**src/lpr_pkg.sv**
```systemverilog
package lpr_pkg;

    localparam int COORD_BITS    = 12;
    localparam int DELTA_BITS    = COORD_BITS + 1;
    localparam int ERR_BITS      = COORD_BITS + 1;
    localparam int ERR_SUM_BITS  = COORD_BITS + 3;
    localparam int STEPS_BITS    = COORD_BITS + 1;
    localparam int CLIP_BITS     = 11;
    localparam int ROWB_BITS     = 8;
    localparam int IL_BITS       = 2;
    localparam int OFFS_BITS     = 16;
    localparam int MASK_BITS     = 8;
    localparam int CFG_IDX_BITS  = 3;
    localparam int CFG_DATA_BITS = CLIP_BITS;
    localparam int CMP_BITS      = (COORD_BITS > CLIP_BITS ? COORD_BITS : CLIP_BITS) + 1;

    localparam int unsigned BANK_STRIDE = 32'h2000;
    localparam int BANK_SHIFT  = $clog2(BANK_STRIDE);
    localparam int COL_SHIFT   = 3;
    localparam logic [MASK_BITS-1:0] MASK_TOP = 8'h80;

    localparam logic [CLIP_BITS-1:0] CLIP_MIN_X_RST = 11'd0;
    localparam logic [CLIP_BITS-1:0] CLIP_MAX_X_RST = 11'd599;
    localparam logic [CLIP_BITS-1:0] CLIP_MIN_Y_RST = 11'd0;
    localparam logic [CLIP_BITS-1:0] CLIP_MAX_Y_RST = 11'd799;
    localparam logic [ROWB_BITS-1:0] ROW_BYTES_RST  = 8'd100;

    typedef enum logic [CFG_IDX_BITS-1:0] {
        REG_CLIP_MIN_X,
        REG_CLIP_MAX_X,
        REG_CLIP_MIN_Y,
        REG_CLIP_MAX_Y,
        REG_ROW_BYTES,
        REG_INTERLEAVE
    } reg_idx_t;

    typedef enum logic [IL_BITS-1:0] {
        IL_FOUR_WAY,
        IL_LINEAR,
        IL_TWO_WAY
    } interleave_t;

    typedef enum logic [1:0] {
        OP_CLEAR,
        OP_SET,
        OP_XOR
    } op_t;

    localparam logic MODE_LOAD = 1'b0;
    localparam logic MODE_STEP = 1'b1;

    typedef struct packed {
        logic                         mode;
        logic signed [COORD_BITS-1:0] start_x;
        logic signed [COORD_BITS-1:0] start_y;
        logic signed [COORD_BITS-1:0] end_x;
        logic signed [COORD_BITS-1:0] end_y;
        logic [1:0]                   draw_op;
    } in_item_t;

    typedef struct packed {
        logic                 write_valid;
        logic [OFFS_BITS-1:0] byte_offset;
        logic [MASK_BITS-1:0] bit_mask;
        logic [1:0]           op_out;
        logic                 last;
    } out_item_t;

    typedef struct packed {
        logic [CLIP_BITS-1:0] clip_min_x;
        logic [CLIP_BITS-1:0] clip_max_x;
        logic [CLIP_BITS-1:0] clip_min_y;
        logic [CLIP_BITS-1:0] clip_max_y;
        logic [ROWB_BITS-1:0] row_bytes;
        interleave_t          interleave;
    } cfg_t;

    typedef struct packed {
        logic                         active;
        logic                         last;
        logic signed [COORD_BITS-1:0] x;
        logic signed [COORD_BITS-1:0] y;
        op_t                          op;
    } pixel_t;

endpackage

```
**src/line_pixel_rasterizer.sv**
```systemverilog
// channel   ports                           moves
// s_        s_valid s_ready s_data          load or step transaction in
// m_        m_valid m_ready m_data          one pixel write per active step
// cfg_      cfg_wr_en cfg_addr cfg_wdata    register write, no handshake
//
// one transaction per cycle when not stalled; a step's pixel is on m_ the next cycle
// the error update and the offset multiply-add are both combinational
// loads and idle steps are taken without producing a pixel
// s_ready drops only while the output register is full and m_ready is low
// reset (aresetn, synchronous) leaves the walker idle and registers at their defaults
module line_pixel_rasterizer import lpr_pkg::*; (
    input  logic                     aclk,
    input  logic                     aresetn,
    input  logic                     s_valid,
    output logic                     s_ready,
    input  in_item_t                 s_data,
    output logic                     m_valid,
    input  logic                     m_ready,
    output out_item_t                m_data,
    input  logic                     cfg_wr_en,
    input  logic [CFG_IDX_BITS-1:0]  cfg_addr,
    input  logic [CFG_DATA_BITS-1:0] cfg_wdata
);

    cfg_t      cfg;
    pixel_t    pix;
    out_item_t res;
    logic      accept, load, step;

    logic      m_valid_reg, m_valid_next;
    out_item_t m_data_reg, m_data_next;

    assign s_ready = !m_valid_reg || m_ready;
    assign accept  = s_valid && s_ready;
    assign load    = accept && (s_data.mode == MODE_LOAD);
    assign step    = accept && (s_data.mode == MODE_STEP) && pix.active;

    lpr_cfg u_cfg (
        .aclk      (aclk),
        .aresetn   (aresetn),
        .cfg_wr_en (cfg_wr_en),
        .cfg_addr  (cfg_addr),
        .cfg_wdata (cfg_wdata),
        .cfg       (cfg)
    );

    lpr_walker u_walker (
        .aclk    (aclk),
        .aresetn (aresetn),
        .load    (load),
        .step    (step),
        .item    (s_data),
        .pix     (pix)
    );

    lpr_addr u_addr (
        .pix (pix),
        .cfg (cfg),
        .res (res)
    );

    always_comb begin
        m_valid_next = m_valid_reg;
        m_data_next  = m_data_reg;
        if (m_valid_reg && m_ready) begin
            m_valid_next = 1'b0;
        end
        if (step) begin
            m_valid_next = 1'b1;
            m_data_next  = res;
        end
    end

    always_ff @(posedge aclk) begin
        if (!aresetn) begin
            m_valid_reg <= 1'b0;
        end else begin
            m_valid_reg <= m_valid_next;
        end
        m_data_reg <= m_data_next;
    end

    assign m_valid = m_valid_reg;
    assign m_data  = m_data_reg;

endmodule

```
**src/lpr_cfg.sv**
```systemverilog
module lpr_cfg import lpr_pkg::*; (
    input  logic                     aclk,
    input  logic                     aresetn,
    input  logic                     cfg_wr_en,
    input  logic [CFG_IDX_BITS-1:0]  cfg_addr,
    input  logic [CFG_DATA_BITS-1:0] cfg_wdata,
    output cfg_t                     cfg
);

    cfg_t cfg_reg;

    always_ff @(posedge aclk) begin
        if (!aresetn) begin
            cfg_reg.clip_min_x <= CLIP_MIN_X_RST;
            cfg_reg.clip_max_x <= CLIP_MAX_X_RST;
            cfg_reg.clip_min_y <= CLIP_MIN_Y_RST;
            cfg_reg.clip_max_y <= CLIP_MAX_Y_RST;
            cfg_reg.row_bytes  <= ROW_BYTES_RST;
            cfg_reg.interleave <= IL_LINEAR;
        end else if (cfg_wr_en) begin
            case (reg_idx_t'(cfg_addr))
                REG_CLIP_MIN_X: cfg_reg.clip_min_x <= cfg_wdata[CLIP_BITS-1:0];
                REG_CLIP_MAX_X: cfg_reg.clip_max_x <= cfg_wdata[CLIP_BITS-1:0];
                REG_CLIP_MIN_Y: cfg_reg.clip_min_y <= cfg_wdata[CLIP_BITS-1:0];
                REG_CLIP_MAX_Y: cfg_reg.clip_max_y <= cfg_wdata[CLIP_BITS-1:0];
                REG_ROW_BYTES:  cfg_reg.row_bytes  <= cfg_wdata[ROWB_BITS-1:0];
                REG_INTERLEAVE: cfg_reg.interleave <= interleave_t'(cfg_wdata[IL_BITS-1:0]);
                default: ;
            endcase
        end
    end

    assign cfg = cfg_reg;

endmodule

```
**src/lpr_walker.sv**
```systemverilog
module lpr_walker import lpr_pkg::*; (
    input  logic     aclk,
    input  logic     aresetn,
    input  logic     load,
    input  logic     step,
    input  in_item_t item,
    output pixel_t   pix
);

    logic signed [COORD_BITS-1:0] cur_x_reg, cur_x_next;
    logic signed [COORD_BITS-1:0] cur_y_reg, cur_y_next;
    logic signed [ERR_BITS-1:0]   err_x_reg, err_x_next;
    logic signed [ERR_BITS-1:0]   err_y_reg, err_y_next;
    logic [COORD_BITS-1:0]        abs_dx_reg, abs_dx_next;
    logic [COORD_BITS-1:0]        abs_dy_reg, abs_dy_next;
    logic [COORD_BITS-1:0]        step_count_reg, step_count_next;
    logic [STEPS_BITS-1:0]        steps_left_reg, steps_left_next;
    logic                         neg_x_reg, neg_x_next, nz_x_reg, nz_x_next;
    logic                         neg_y_reg, neg_y_next, nz_y_reg, nz_y_next;
    op_t                          line_op_reg, line_op_next;
    logic                         active_reg, active_next;

    logic signed [DELTA_BITS-1:0]   dx, dy;
    logic [COORD_BITS-1:0]          adx, ady;
    logic signed [ERR_SUM_BITS-1:0] sum_x, sum_y, sc_ext;
    logic                           move_x, move_y;

    always_comb begin
        // setup: deltas run from end point back to start point
        dx  = DELTA_BITS'(item.start_x) - DELTA_BITS'(item.end_x);
        dy  = DELTA_BITS'(item.start_y) - DELTA_BITS'(item.end_y);
        adx = dx[DELTA_BITS-1] ? COORD_BITS'(-dx) : COORD_BITS'(dx);
        ady = dy[DELTA_BITS-1] ? COORD_BITS'(-dy) : COORD_BITS'(dy);

        // error walk
        sc_ext = ERR_SUM_BITS'($signed({1'b0, step_count_reg}));
        sum_x  = ERR_SUM_BITS'(err_x_reg) + ERR_SUM_BITS'($signed({1'b0, abs_dx_reg}));
        sum_y  = ERR_SUM_BITS'(err_y_reg) + ERR_SUM_BITS'($signed({1'b0, abs_dy_reg}));
        move_x = (sum_x <<< 1) > sc_ext;
        move_y = (sum_y <<< 1) > sc_ext;

        cur_x_next      = cur_x_reg;
        cur_y_next      = cur_y_reg;
        err_x_next      = err_x_reg;
        err_y_next      = err_y_reg;
        abs_dx_next     = abs_dx_reg;
        abs_dy_next     = abs_dy_reg;
        step_count_next = step_count_reg;
        steps_left_next = steps_left_reg;
        neg_x_next      = neg_x_reg;
        nz_x_next       = nz_x_reg;
        neg_y_next      = neg_y_reg;
        nz_y_next       = nz_y_reg;
        line_op_next    = line_op_reg;
        active_next     = active_reg;

        if (load) begin
            cur_x_next      = item.end_x;
            cur_y_next      = item.end_y;
            err_x_next      = '0;
            err_y_next      = '0;
            abs_dx_next     = adx;
            abs_dy_next     = ady;
            step_count_next = (adx > ady) ? adx : ady;
            steps_left_next = STEPS_BITS'((adx > ady) ? adx : ady) + STEPS_BITS'(1);
            neg_x_next      = dx[DELTA_BITS-1];
            nz_x_next       = (dx != '0);
            neg_y_next      = dy[DELTA_BITS-1];
            nz_y_next       = (dy != '0);
            // op three behaves as xor
            line_op_next    = item.draw_op[1] ? OP_XOR : op_t'(item.draw_op);
            active_next     = 1'b1;
        end else if (step) begin
            err_x_next = move_x ? ERR_BITS'(sum_x - sc_ext) : ERR_BITS'(sum_x);
            err_y_next = move_y ? ERR_BITS'(sum_y - sc_ext) : ERR_BITS'(sum_y);
            if (move_x && nz_x_reg) begin
                cur_x_next = neg_x_reg ? cur_x_reg - COORD_BITS'(1) : cur_x_reg + COORD_BITS'(1);
            end
            if (move_y && nz_y_reg) begin
                cur_y_next = neg_y_reg ? cur_y_reg - COORD_BITS'(1) : cur_y_reg + COORD_BITS'(1);
            end
            steps_left_next = steps_left_reg - STEPS_BITS'(1);
            active_next     = (steps_left_reg != STEPS_BITS'(1));
        end
    end

    always_ff @(posedge aclk) begin
        if (!aresetn) begin
            cur_x_reg      <= '0;
            cur_y_reg      <= '0;
            err_x_reg      <= '0;
            err_y_reg      <= '0;
            abs_dx_reg     <= '0;
            abs_dy_reg     <= '0;
            step_count_reg <= '0;
            steps_left_reg <= '0;
            neg_x_reg      <= 1'b0;
            nz_x_reg       <= 1'b0;
            neg_y_reg      <= 1'b0;
            nz_y_reg       <= 1'b0;
            line_op_reg    <= OP_CLEAR;
            active_reg     <= 1'b0;
        end else begin
            cur_x_reg      <= cur_x_next;
            cur_y_reg      <= cur_y_next;
            err_x_reg      <= err_x_next;
            err_y_reg      <= err_y_next;
            abs_dx_reg     <= abs_dx_next;
            abs_dy_reg     <= abs_dy_next;
            step_count_reg <= step_count_next;
            steps_left_reg <= steps_left_next;
            neg_x_reg      <= neg_x_next;
            nz_x_reg       <= nz_x_next;
            neg_y_reg      <= neg_y_next;
            nz_y_reg       <= nz_y_next;
            line_op_reg    <= line_op_next;
            active_reg     <= active_next;
        end
    end

    assign pix.active = active_reg;
    assign pix.last   = (steps_left_reg == STEPS_BITS'(1));
    assign pix.x      = cur_x_reg;
    assign pix.y      = cur_y_reg;
    assign pix.op     = line_op_reg;

endmodule

```
**src/lpr_addr.sv**
```systemverilog
module lpr_addr import lpr_pkg::*; (
    input  pixel_t    pix,
    input  cfg_t      cfg,
    output out_item_t res
);

    logic signed [CMP_BITS-1:0] x_cmp, y_cmp;
    logic signed [CMP_BITS-1:0] min_x, max_x, min_y, max_y;
    logic                       in_clip;
    logic [OFFS_BITS-1:0]       x16, y16, grp, bank, offset;

    always_comb begin
        x_cmp = CMP_BITS'(pix.x);
        y_cmp = CMP_BITS'(pix.y);
        min_x = $signed({{(CMP_BITS-CLIP_BITS){1'b0}}, cfg.clip_min_x});
        max_x = $signed({{(CMP_BITS-CLIP_BITS){1'b0}}, cfg.clip_max_x});
        min_y = $signed({{(CMP_BITS-CLIP_BITS){1'b0}}, cfg.clip_min_y});
        max_y = $signed({{(CMP_BITS-CLIP_BITS){1'b0}}, cfg.clip_max_y});
        in_clip = (x_cmp > min_x) && (x_cmp < max_x) && (y_cmp > min_y) && (y_cmp < max_y);

        x16 = OFFS_BITS'(pix.x);
        y16 = OFFS_BITS'(pix.y);

        case (cfg.interleave)
            IL_FOUR_WAY: begin
                grp  = x16 >> 2;
                bank = OFFS_BITS'(x16[1:0]) << BANK_SHIFT;
            end
            IL_LINEAR: begin
                grp  = x16;
                bank = '0;
            end
            // two-way banks, also for the unused code
            default: begin
                grp  = x16 >> 1;
                bank = OFFS_BITS'(x16[0]) << BANK_SHIFT;
            end
        endcase

        offset = bank + OFFS_BITS'(OFFS_BITS'(cfg.row_bytes) * grp) + (y16 >> COL_SHIFT);

        res.write_valid = in_clip;
        res.byte_offset = in_clip ? offset : '0;
        res.bit_mask    = in_clip ? (MASK_TOP >> y16[COL_SHIFT-1:0]) : '0;
        res.op_out      = pix.op;
        res.last        = pix.last;
    end

endmodule

```
**config.mk**
```make
export PLATFORM = sky130hd
export DESIGN_NAME = line_pixel_rasterizer
export DESIGN_NICKNAME = d
export VERILOG_FILES = /design/src/lpr_pkg.sv /design/src/line_pixel_rasterizer.sv /design/src/lpr_cfg.sv /design/src/lpr_walker.sv /design/src/lpr_addr.sv
export SDC_FILE = /design/constraint.sdc
export NUM_CORES = 1
export LEC_CHECK = 0
export ABC_CLOCK_PERIOD_IN_PS = 10700
export BUFFER_PORTS_ARGS = -buffer_cell sky130_fd_sc_hd__buf_2
export CAP_MARGIN = 5
export CORE_UTILIZATION = 67
export CTS_BUF_LIST = sky130_fd_sc_hd__clkbuf_4 sky130_fd_sc_hd__clkbuf_8
export CTS_CLUSTER_SIZE = 25
export DETAILED_ROUTE_END_ITERATION = 8
export PLACE_DENSITY = 0.86
export SETUP_SLACK_MARGIN = 0.3
export SLEW_MARGIN = 15
export SYNTH_ARGS = -nofsm -noshare
export SYNTH_HDL_FRONTEND = slang
export SYNTH_SLANG_ARGS = --single-unit
```
**constraint.sdc**
```tcl
create_clock -name aclk -period 10.7 [get_ports aclk]
set_input_delay 1.605 -clock aclk [delete_from_list [all_inputs] [get_ports aclk]]
set_output_delay 1.605 -clock aclk [all_outputs]
set_load 0.01 [all_outputs]
```
* Word-level counts from Yosys, hierarchy flattened *
Index checks and enable logic that the tools add are counted.

cells by class
  bitwise logic cells = 2
  reductions and logical operators = 29
  shifts and indexed selects = 1
  order comparisons = 7
  muxes and demuxes = 23
  equality and inequality tests = 8
  multiply operators = 1
  add/sub/neg operators = 16

operators with widths
  kind                                                 number
  2-to-1 mux 12 bit                                    12
  2-to-1 mux 13 bit                                    4
  greater-than comparator 12 bit                       3
  one-hot mux 16 bit (2 select lines)                  1
  greater-than comparator 15 x 13 -> 1 bit             2
  one-hot mux 15 bit (2 select lines)                  1
  adder 13 x 13 -> 14 bit                              2
  nonzero test 13 bit                                  2
  subtractor 12 x 12 -> 13 bit                         2
  subtractor 13 bit                                    2
  adder 12 x 2 -> 12 bit (second input constant)       2
  < comparator 12 bit                                  2
  negation 12 bit                                      2
  subtractor 12 x 2 -> 12 bit (second input constant)  2
  adder 15 x 16 -> 16 bit                              1
  adder 16 x 13 -> 16 bit                              1
  multiplier 8 x 16 -> 16 bit                          1
  AND reduction 2 bit                                  8
  adder 13 x 1 -> 13 bit (second input constant)       1
  == test 13 x 1 -> 1 bit (second input constant)      1
  != test 13 x 1 -> 1 bit (second input constant)      1
  subtractor 13 x 1 -> 13 bit (second input constant)  1
  logical AND 1 bit                                    10
  nonzero test 2 bit                                   4
  other kinds (13)                                     19

storage, ports and cells
  output and inout bits = 30
  register bits after elaboration = 189

* Depth between registers and ports, before layout *
  depth in word-level cells = 7
  depth in mapped cells = 29
  gate-level depth less buffers = 28

* Hierarchy *
Synthesis repeated with hierarchy kept, for this count alone.

unflattened totals
  cells, all modules = 2111
  area total of the unflattened synthesis = 17873.4 µm²

by module, submodules not included
  module                 area an instance (µm²)  instances  cells each
  lpr_walker             10174.8                 1          1292
  lpr_addr               4674.5                  1          581
  lpr_cfg                2115.8                  1          204
  line_pixel_rasterizer  908.4                   1          34

* Worst setup path after synthesis *
OpenSTA, ideal clock, no wires.

  path kind = input-to-reg
  start = input s_data[38] (netlist bit)
  end = register u_walker.steps_left_reg[10]
  path buffers = 0
  data arrival time = 6.778 ns
  setup slack = 3.804 ns
  stages on the path = 26
  cell sequence = inv_1 > ha_1 > fa_1 > nor2b_1 > o211ai_1 > a21boi_0 > o32a_1 > and2_1 > nor3_1 > a31o_2 > xor2_1 > inv_1 > ha_1 > a21o_1 > a21oi_1 > nor2_1 > o31ai_1 > or2_2 > o211ai_2 > o21ai_0 > a21boi_0 > ha_1 > nand3_1 > or4_1 > xnor2_1 > o2111a_1

on the way
  word-level cells in the longest chain between the ends = 7

ends and longest elaborated chain
  element                           line                         RTL
  start: declaration                line_pixel_rasterizer.sv:16  input in_item_t s_data,
  subtractor 12 x 12 -> 13 bit *    lpr_walker.sv:30             dx = DELTA_BITS'(item.start_x) - DELTA_BITS'(item.end_x);
  negation 12 bit                   lpr_walker.sv:32             adx = dx[DELTA_BITS-1] ? COORD_BITS'(-dx) : COORD_BITS'(dx);
  2-to-1 mux 12 bit *               lpr_walker.sv:32
  via u_walker.adx[11]              lpr_walker.sv:24             logic [COORD_BITS-1:0] adx, ady;
  greater-than comparator 12 bit *  lpr_walker.sv:65             steps_left_next = STEPS_BITS'((adx > ady) ? adx : ady) + STEPS_BITS'(1);
  2-to-1 mux 12 bit *               lpr_walker.sv:65
  adder 13 x 1 -> 13 bit *          lpr_walker.sv:65
  2-to-1 mux 13 bit *               lpr_walker.sv:57             if (load) begin
  end signal: assignment            lpr_walker.sv:111            steps_left_reg <= steps_left_next;
  end: declaration                  lpr_walker.sv:17             logic [STEPS_BITS-1:0] steps_left_reg, steps_left_next;

The timed path passes the listed nets; every way through them passes the cells marked *.
A chain may end at the register's enable or synchronous reset.

* Worst setup path after layout *
  start = input s_data[14] (netlist bit)
  end = register u_walker.steps_left_reg[12]

on the way
  word-level cells in the longest chain between the ends = 7

ends and longest elaborated chain
  element                         line
  subtractor 12 x 12 -> 13 bit *  lpr_walker.sv:30
  negation 12 bit                 lpr_walker.sv:32
  2-to-1 mux 12 bit *             lpr_walker.sv:32
  via u_walker.adx[11]            lpr_walker.sv:24
  greater-than comparator 12 bit  lpr_walker.sv:65
  2-to-1 mux 12 bit *             lpr_walker.sv:65
  adder 13 x 1 -> 13 bit *        lpr_walker.sv:65
  2-to-1 mux 13 bit *             lpr_walker.sv:57

Marks and branches as above.

==> summary.txt <==
================================================================================
Number of sinks driven by the clock tree ..........................          189
Headroom to the max-slew limit ....................................        0.223
Total inserted antenna cells ......................................            0
Sort of element at the end of the critical path ...................    flip-flop
Slew Limit Fails ..................................................            0
Worst Path Class, Setup ........................................... primary input to flip-flop
Number of nets with antenna violations after routing ..............            0
Pre-CTS setup slack ...............................................      2540 ps
Critical path fanouts, max ........................................           13
Count of yosys warnings during synthesis ..........................            0
Post-CTS repair timing setup buffer count .........................            0
FFs w/ async S/R, synth ...........................................            0
Pwr Density .......................................................   147 nW/µm²
Share of the synthesized area in the top cell type ................        0.181
Setup repair after global routing missed its margin ...............        false
Number of global-route vias before repair .........................        15300
Largest register FFs ..............................................           54
Deepest clock path buffer count ...................................            2
Hold buffers post-CTS .............................................            0
Overall power of the completed layout .............................      2770 µW
Least-Margin Pin Slew .............................................      1160 ps
Multi-input gate area in the final layout .........................    12600 µm²
Number of nets in the synthesized netlist .........................         2529
Largest net degree at the start of global routing .................           77
Register bit count reported by yosys ..............................          189
TritonCTS clock tree ..............................................         done
Setup slack after layout ..........................................      2960 ps
Vias after detailed routing .......................................        16100
Number of design rule violations left after detail routing ........            0
F_max .............................................................      129 MHz
TritonCTS Buffers .................................................           17
Worst endpoint required time ......................................     11150 ps
Fill cell total of the finished layout ............................         2031
Hold violation count in the final report ..........................            0
Max H-tree Level ..................................................            4
DR vias/cell ......................................................         6.28
Fraction of final layout cells with drive strength greater than 1 .       0.0814
Ranking of synthesized cells by area .............................. sky130_fd_sc_hd__dfxtp_1, sky130_fd_sc_hd__ha_1, sky130_fd_sc_hd__fa_1
Number of setup violations in the final report ....................            0
Initial standard-cell utilization of the core .....................        0.682
Floorplan Core Area ...............................................    26100 µm²
Top cell type by total area after synthesis ....................... sky130_fd_sc_hd__dfxtp_1
Crit share post-route .............................................        0.723
Count of max-cap constraint violations ............................            0
Global-route wire length before repair ............................     76300 µm
Post-layout util ..................................................        0.724
Library cell with the highest instance count after synthesis ...... sky130_fd_sc_hd__nand2_1
First-pass DRT Iterations .........................................            5
Post-detailed-route wirelength per cell ...........................      18.7 µm
Number of top-level pins ..........................................          100
Setup Skew ........................................................      23.6 ps
Area Overhead vs Synth ............................................        6.07%
Setup slack on the worst flop-to-flop path ........................      4240 ps
Dominant register cell in the synthesized netlist ................. sky130_fd_sc_hd__dfxtp_1
Clock network latency to the later pin of the worst-skew pair .....       510 ps
Post-synth EDFFs ..................................................           28
Gate count after technology mapping ...............................         2180
Row cnt ...........................................................           59
First-iteration detailed-routing DRC count ........................         1374
Antenna violations before repair ..................................            1
Placed wire-length estimate after detailed placement ..............     37300 µm
Area of all sequential standard cells .............................     4060 µm²
Total wirelength of the detailed-routed design ....................     48200 µm
Count of input and output buffers .................................           99
Netlist Area Pre-Place ............................................    17800 µm²
Total negative slack for setup checks .............................         0 ps
Aggregate global-route resource usage .............................        0.360
Die span in x .....................................................       165 µm
Final Wtd Congestion ..............................................        0.995
Post-layout minimum cycle time ....................................      7740 ps
Leakage power total ...............................................   0.00850 µW
Cell at the root of the clock tree ................................ sky130_fd_sc_hd__clkbuf_8
Commonest cells post-synth ........................................ sky130_fd_sc_hd__nand2_1, sky130_fd_sc_hd__inv_1, sky130_fd_sc_hd__ha_1
Number of gates given a new drive strength after cts ..............            0
Number of nets in the finished design .............................         2573
Max VDD drop ......................................................   0.000102 V
Proportion of synthesized chip area in sequential cells ...........        0.229
Synthesized area per cell .........................................     8.16 µm²
Global route total overflow .......................................            0
Path type of the worst min-delay path ............................. flip-flop to flip-flop
Clock transition at path regs .....................................       120 ps
Die outline area ..................................................    27200 µm²
Result of the run ................................................. finished, final reports clean
Die H .............................................................       165 µm
Worst EP arrival ..................................................      8190 ps
Startpoint type of the worst setup path ........................... primary input
Yosys cell types ..................................................           91
================================================================================
cell families (layout without fill, tap and decap cells):
logic type	Yosys count	in the layout	synth area share
XOR/XNOR	119	119	0.0606
buffers and inverters	310	367	0.0663
adder cells (fa/ha/maj)	279	279	0.231
AO/OA/AOI/OAI	583	583	0.212
flip-flops	189	189	0.229
multiplexers	38	38	0.0222
AND/OR/NAND/NOR	662	662	0.179
layout make-up:
class / count / area share
clock buffer: 19 / 0.0135
sequential: 189 / 0.215
inverter: 224 / 0.0446
multi-input combinational: 1681 / 0.666
clock inverter: 13 / 0.00743
timing repair buffer: 111 / 0.0310
tap: 335 / 0.0222
worst paths after layout:
kind,from,endpoint,cells after the start
setup reg to reg,u_cfg.cfg[0]$_SDFFE_PN1P_,m_data[26]$_SDFFCE_PN0P_,21
hold / removal,u_walker.step_count_reg[1]$_SDFFE_PN0P_,u_walker.step_count_reg[1]$_SDFFE_PN0P_,2
hold reg to reg,u_walker.step_count_reg[1]$_SDFFE_PN0P_,u_walker.step_count_reg[1]$_SDFFE_PN0P_,2
setup / recovery,s_data[14],u_walker.steps_left_reg[12]$_SDFFE_PN0P_,26
placed cells by master, fill, tap and decap left out, types with 7 or more instances in the layout:
cell type,count
sky130_fd_sc_hd__nand3_1,43
sky130_fd_sc_hd__xnor2_1,87
sky130_fd_sc_hd__and3_1,15
sky130_fd_sc_hd__a311oi_1,9
sky130_fd_sc_hd__nand2_1,256
sky130_fd_sc_hd__clkbuf_8,18
sky130_fd_sc_hd__o21ai_0,122
sky130_fd_sc_hd__dfxtp_1,161
sky130_fd_sc_hd__nor2b_1,37
sky130_fd_sc_hd__o21ai_1,10
sky130_fd_sc_hd__mux2i_1,35
sky130_fd_sc_hd__edfxtp_1,28
sky130_fd_sc_hd__a21o_1,48
sky130_fd_sc_hd__a21oi_1,176
sky130_fd_sc_hd__a31oi_1,20
sky130_fd_sc_hd__o211ai_1,31
sky130_fd_sc_hd__nor3b_1,7
sky130_fd_sc_hd__inv_1,222
sky130_fd_sc_hd__fa_1,82
sky130_fd_sc_hd__o31a_1,8
sky130_fd_sc_hd__xor2_1,29
sky130_fd_sc_hd__nand4_1,14
sky130_fd_sc_hd__nor2_1,120
sky130_fd_sc_hd__a21boi_0,16
sky130_fd_sc_hd__a211oi_1,26
sky130_fd_sc_hd__nor4_1,8
sky130_fd_sc_hd__nor3_1,43
sky130_fd_sc_hd__nand2b_1,26
sky130_fd_sc_hd__ha_1,197
sky130_fd_sc_hd__buf_4,12
sky130_fd_sc_hd__o31ai_1,8
sky130_fd_sc_hd__buf_2,99
sky130_fd_sc_hd__and2_1,46
sky130_fd_sc_hd__or3_1,8
sky130_fd_sc_hd__o21a_1,27
critical path, stage by stage:
cell,delay (ps)
sky130_fd_sc_hd__buf_2,110
sky130_fd_sc_hd__ha_1,220
sky130_fd_sc_hd__fa_1,400
sky130_fd_sc_hd__nor2b_1,260
sky130_fd_sc_hd__o211ai_1,180
sky130_fd_sc_hd__a21boi_0,330
sky130_fd_sc_hd__o32a_1,230
sky130_fd_sc_hd__and2_1,210
sky130_fd_sc_hd__nor3_1,100
sky130_fd_sc_hd__a31o_2,280
sky130_fd_sc_hd__xor2_1,360
sky130_fd_sc_hd__inv_1,120
sky130_fd_sc_hd__ha_1,360
sky130_fd_sc_hd__a21o_1,210
sky130_fd_sc_hd__a21oi_1,320
sky130_fd_sc_hd__nor2_1,90
sky130_fd_sc_hd__o31ai_1,130
sky130_fd_sc_hd__or2_2,210
sky130_fd_sc_hd__o211a_1,370
sky130_fd_sc_hd__nand2_1,360
sky130_fd_sc_hd__a21boi_0,290
sky130_fd_sc_hd__ha_1,330
sky130_fd_sc_hd__nand3_1,170
sky130_fd_sc_hd__or4_1,480
sky130_fd_sc_hd__nor4_1,290
sky130_fd_sc_hd__o32a_1,200
report_power, final:
part	internal, µW	switching [µW]	leakage (µW)	total, µW
sequential	768	56.1	0.00156	825
clock	185	308	0.000201	493
combinational	569	884	0.00674	1450
total	1520	1250	0.00850	2770
through the flow:
| stage | cell area, µm² | instances | hold slack (ps) |
|---|---|---|---|
| 2_1_floorplan | 17800 | 2180 | 408 |
| 3_3_place_gp | 18500 | 2540 | 441 |
| 3_5_place_dp | 18500 | 2540 | 447 |
| 4_1_cts | 18900 | 2572 | 462 |
| 5_1_grt | 18900 | 2572 | 479 |
| 6_report | 18900 | 2572 | 462 |
metal layers:
layer	vias up	global-route usage	share of wire	wire, µm
met1	7652	0.479	0.42	20200
met5	-	0	0.00021	10
met4	2	0.118	0.025	1200
met3	95	0.0743	0.097	4690
met2	712	0.581	0.46	22100
li1	7687	-	-	-
No activity file was read; power rests on OpenSTA's default activity.
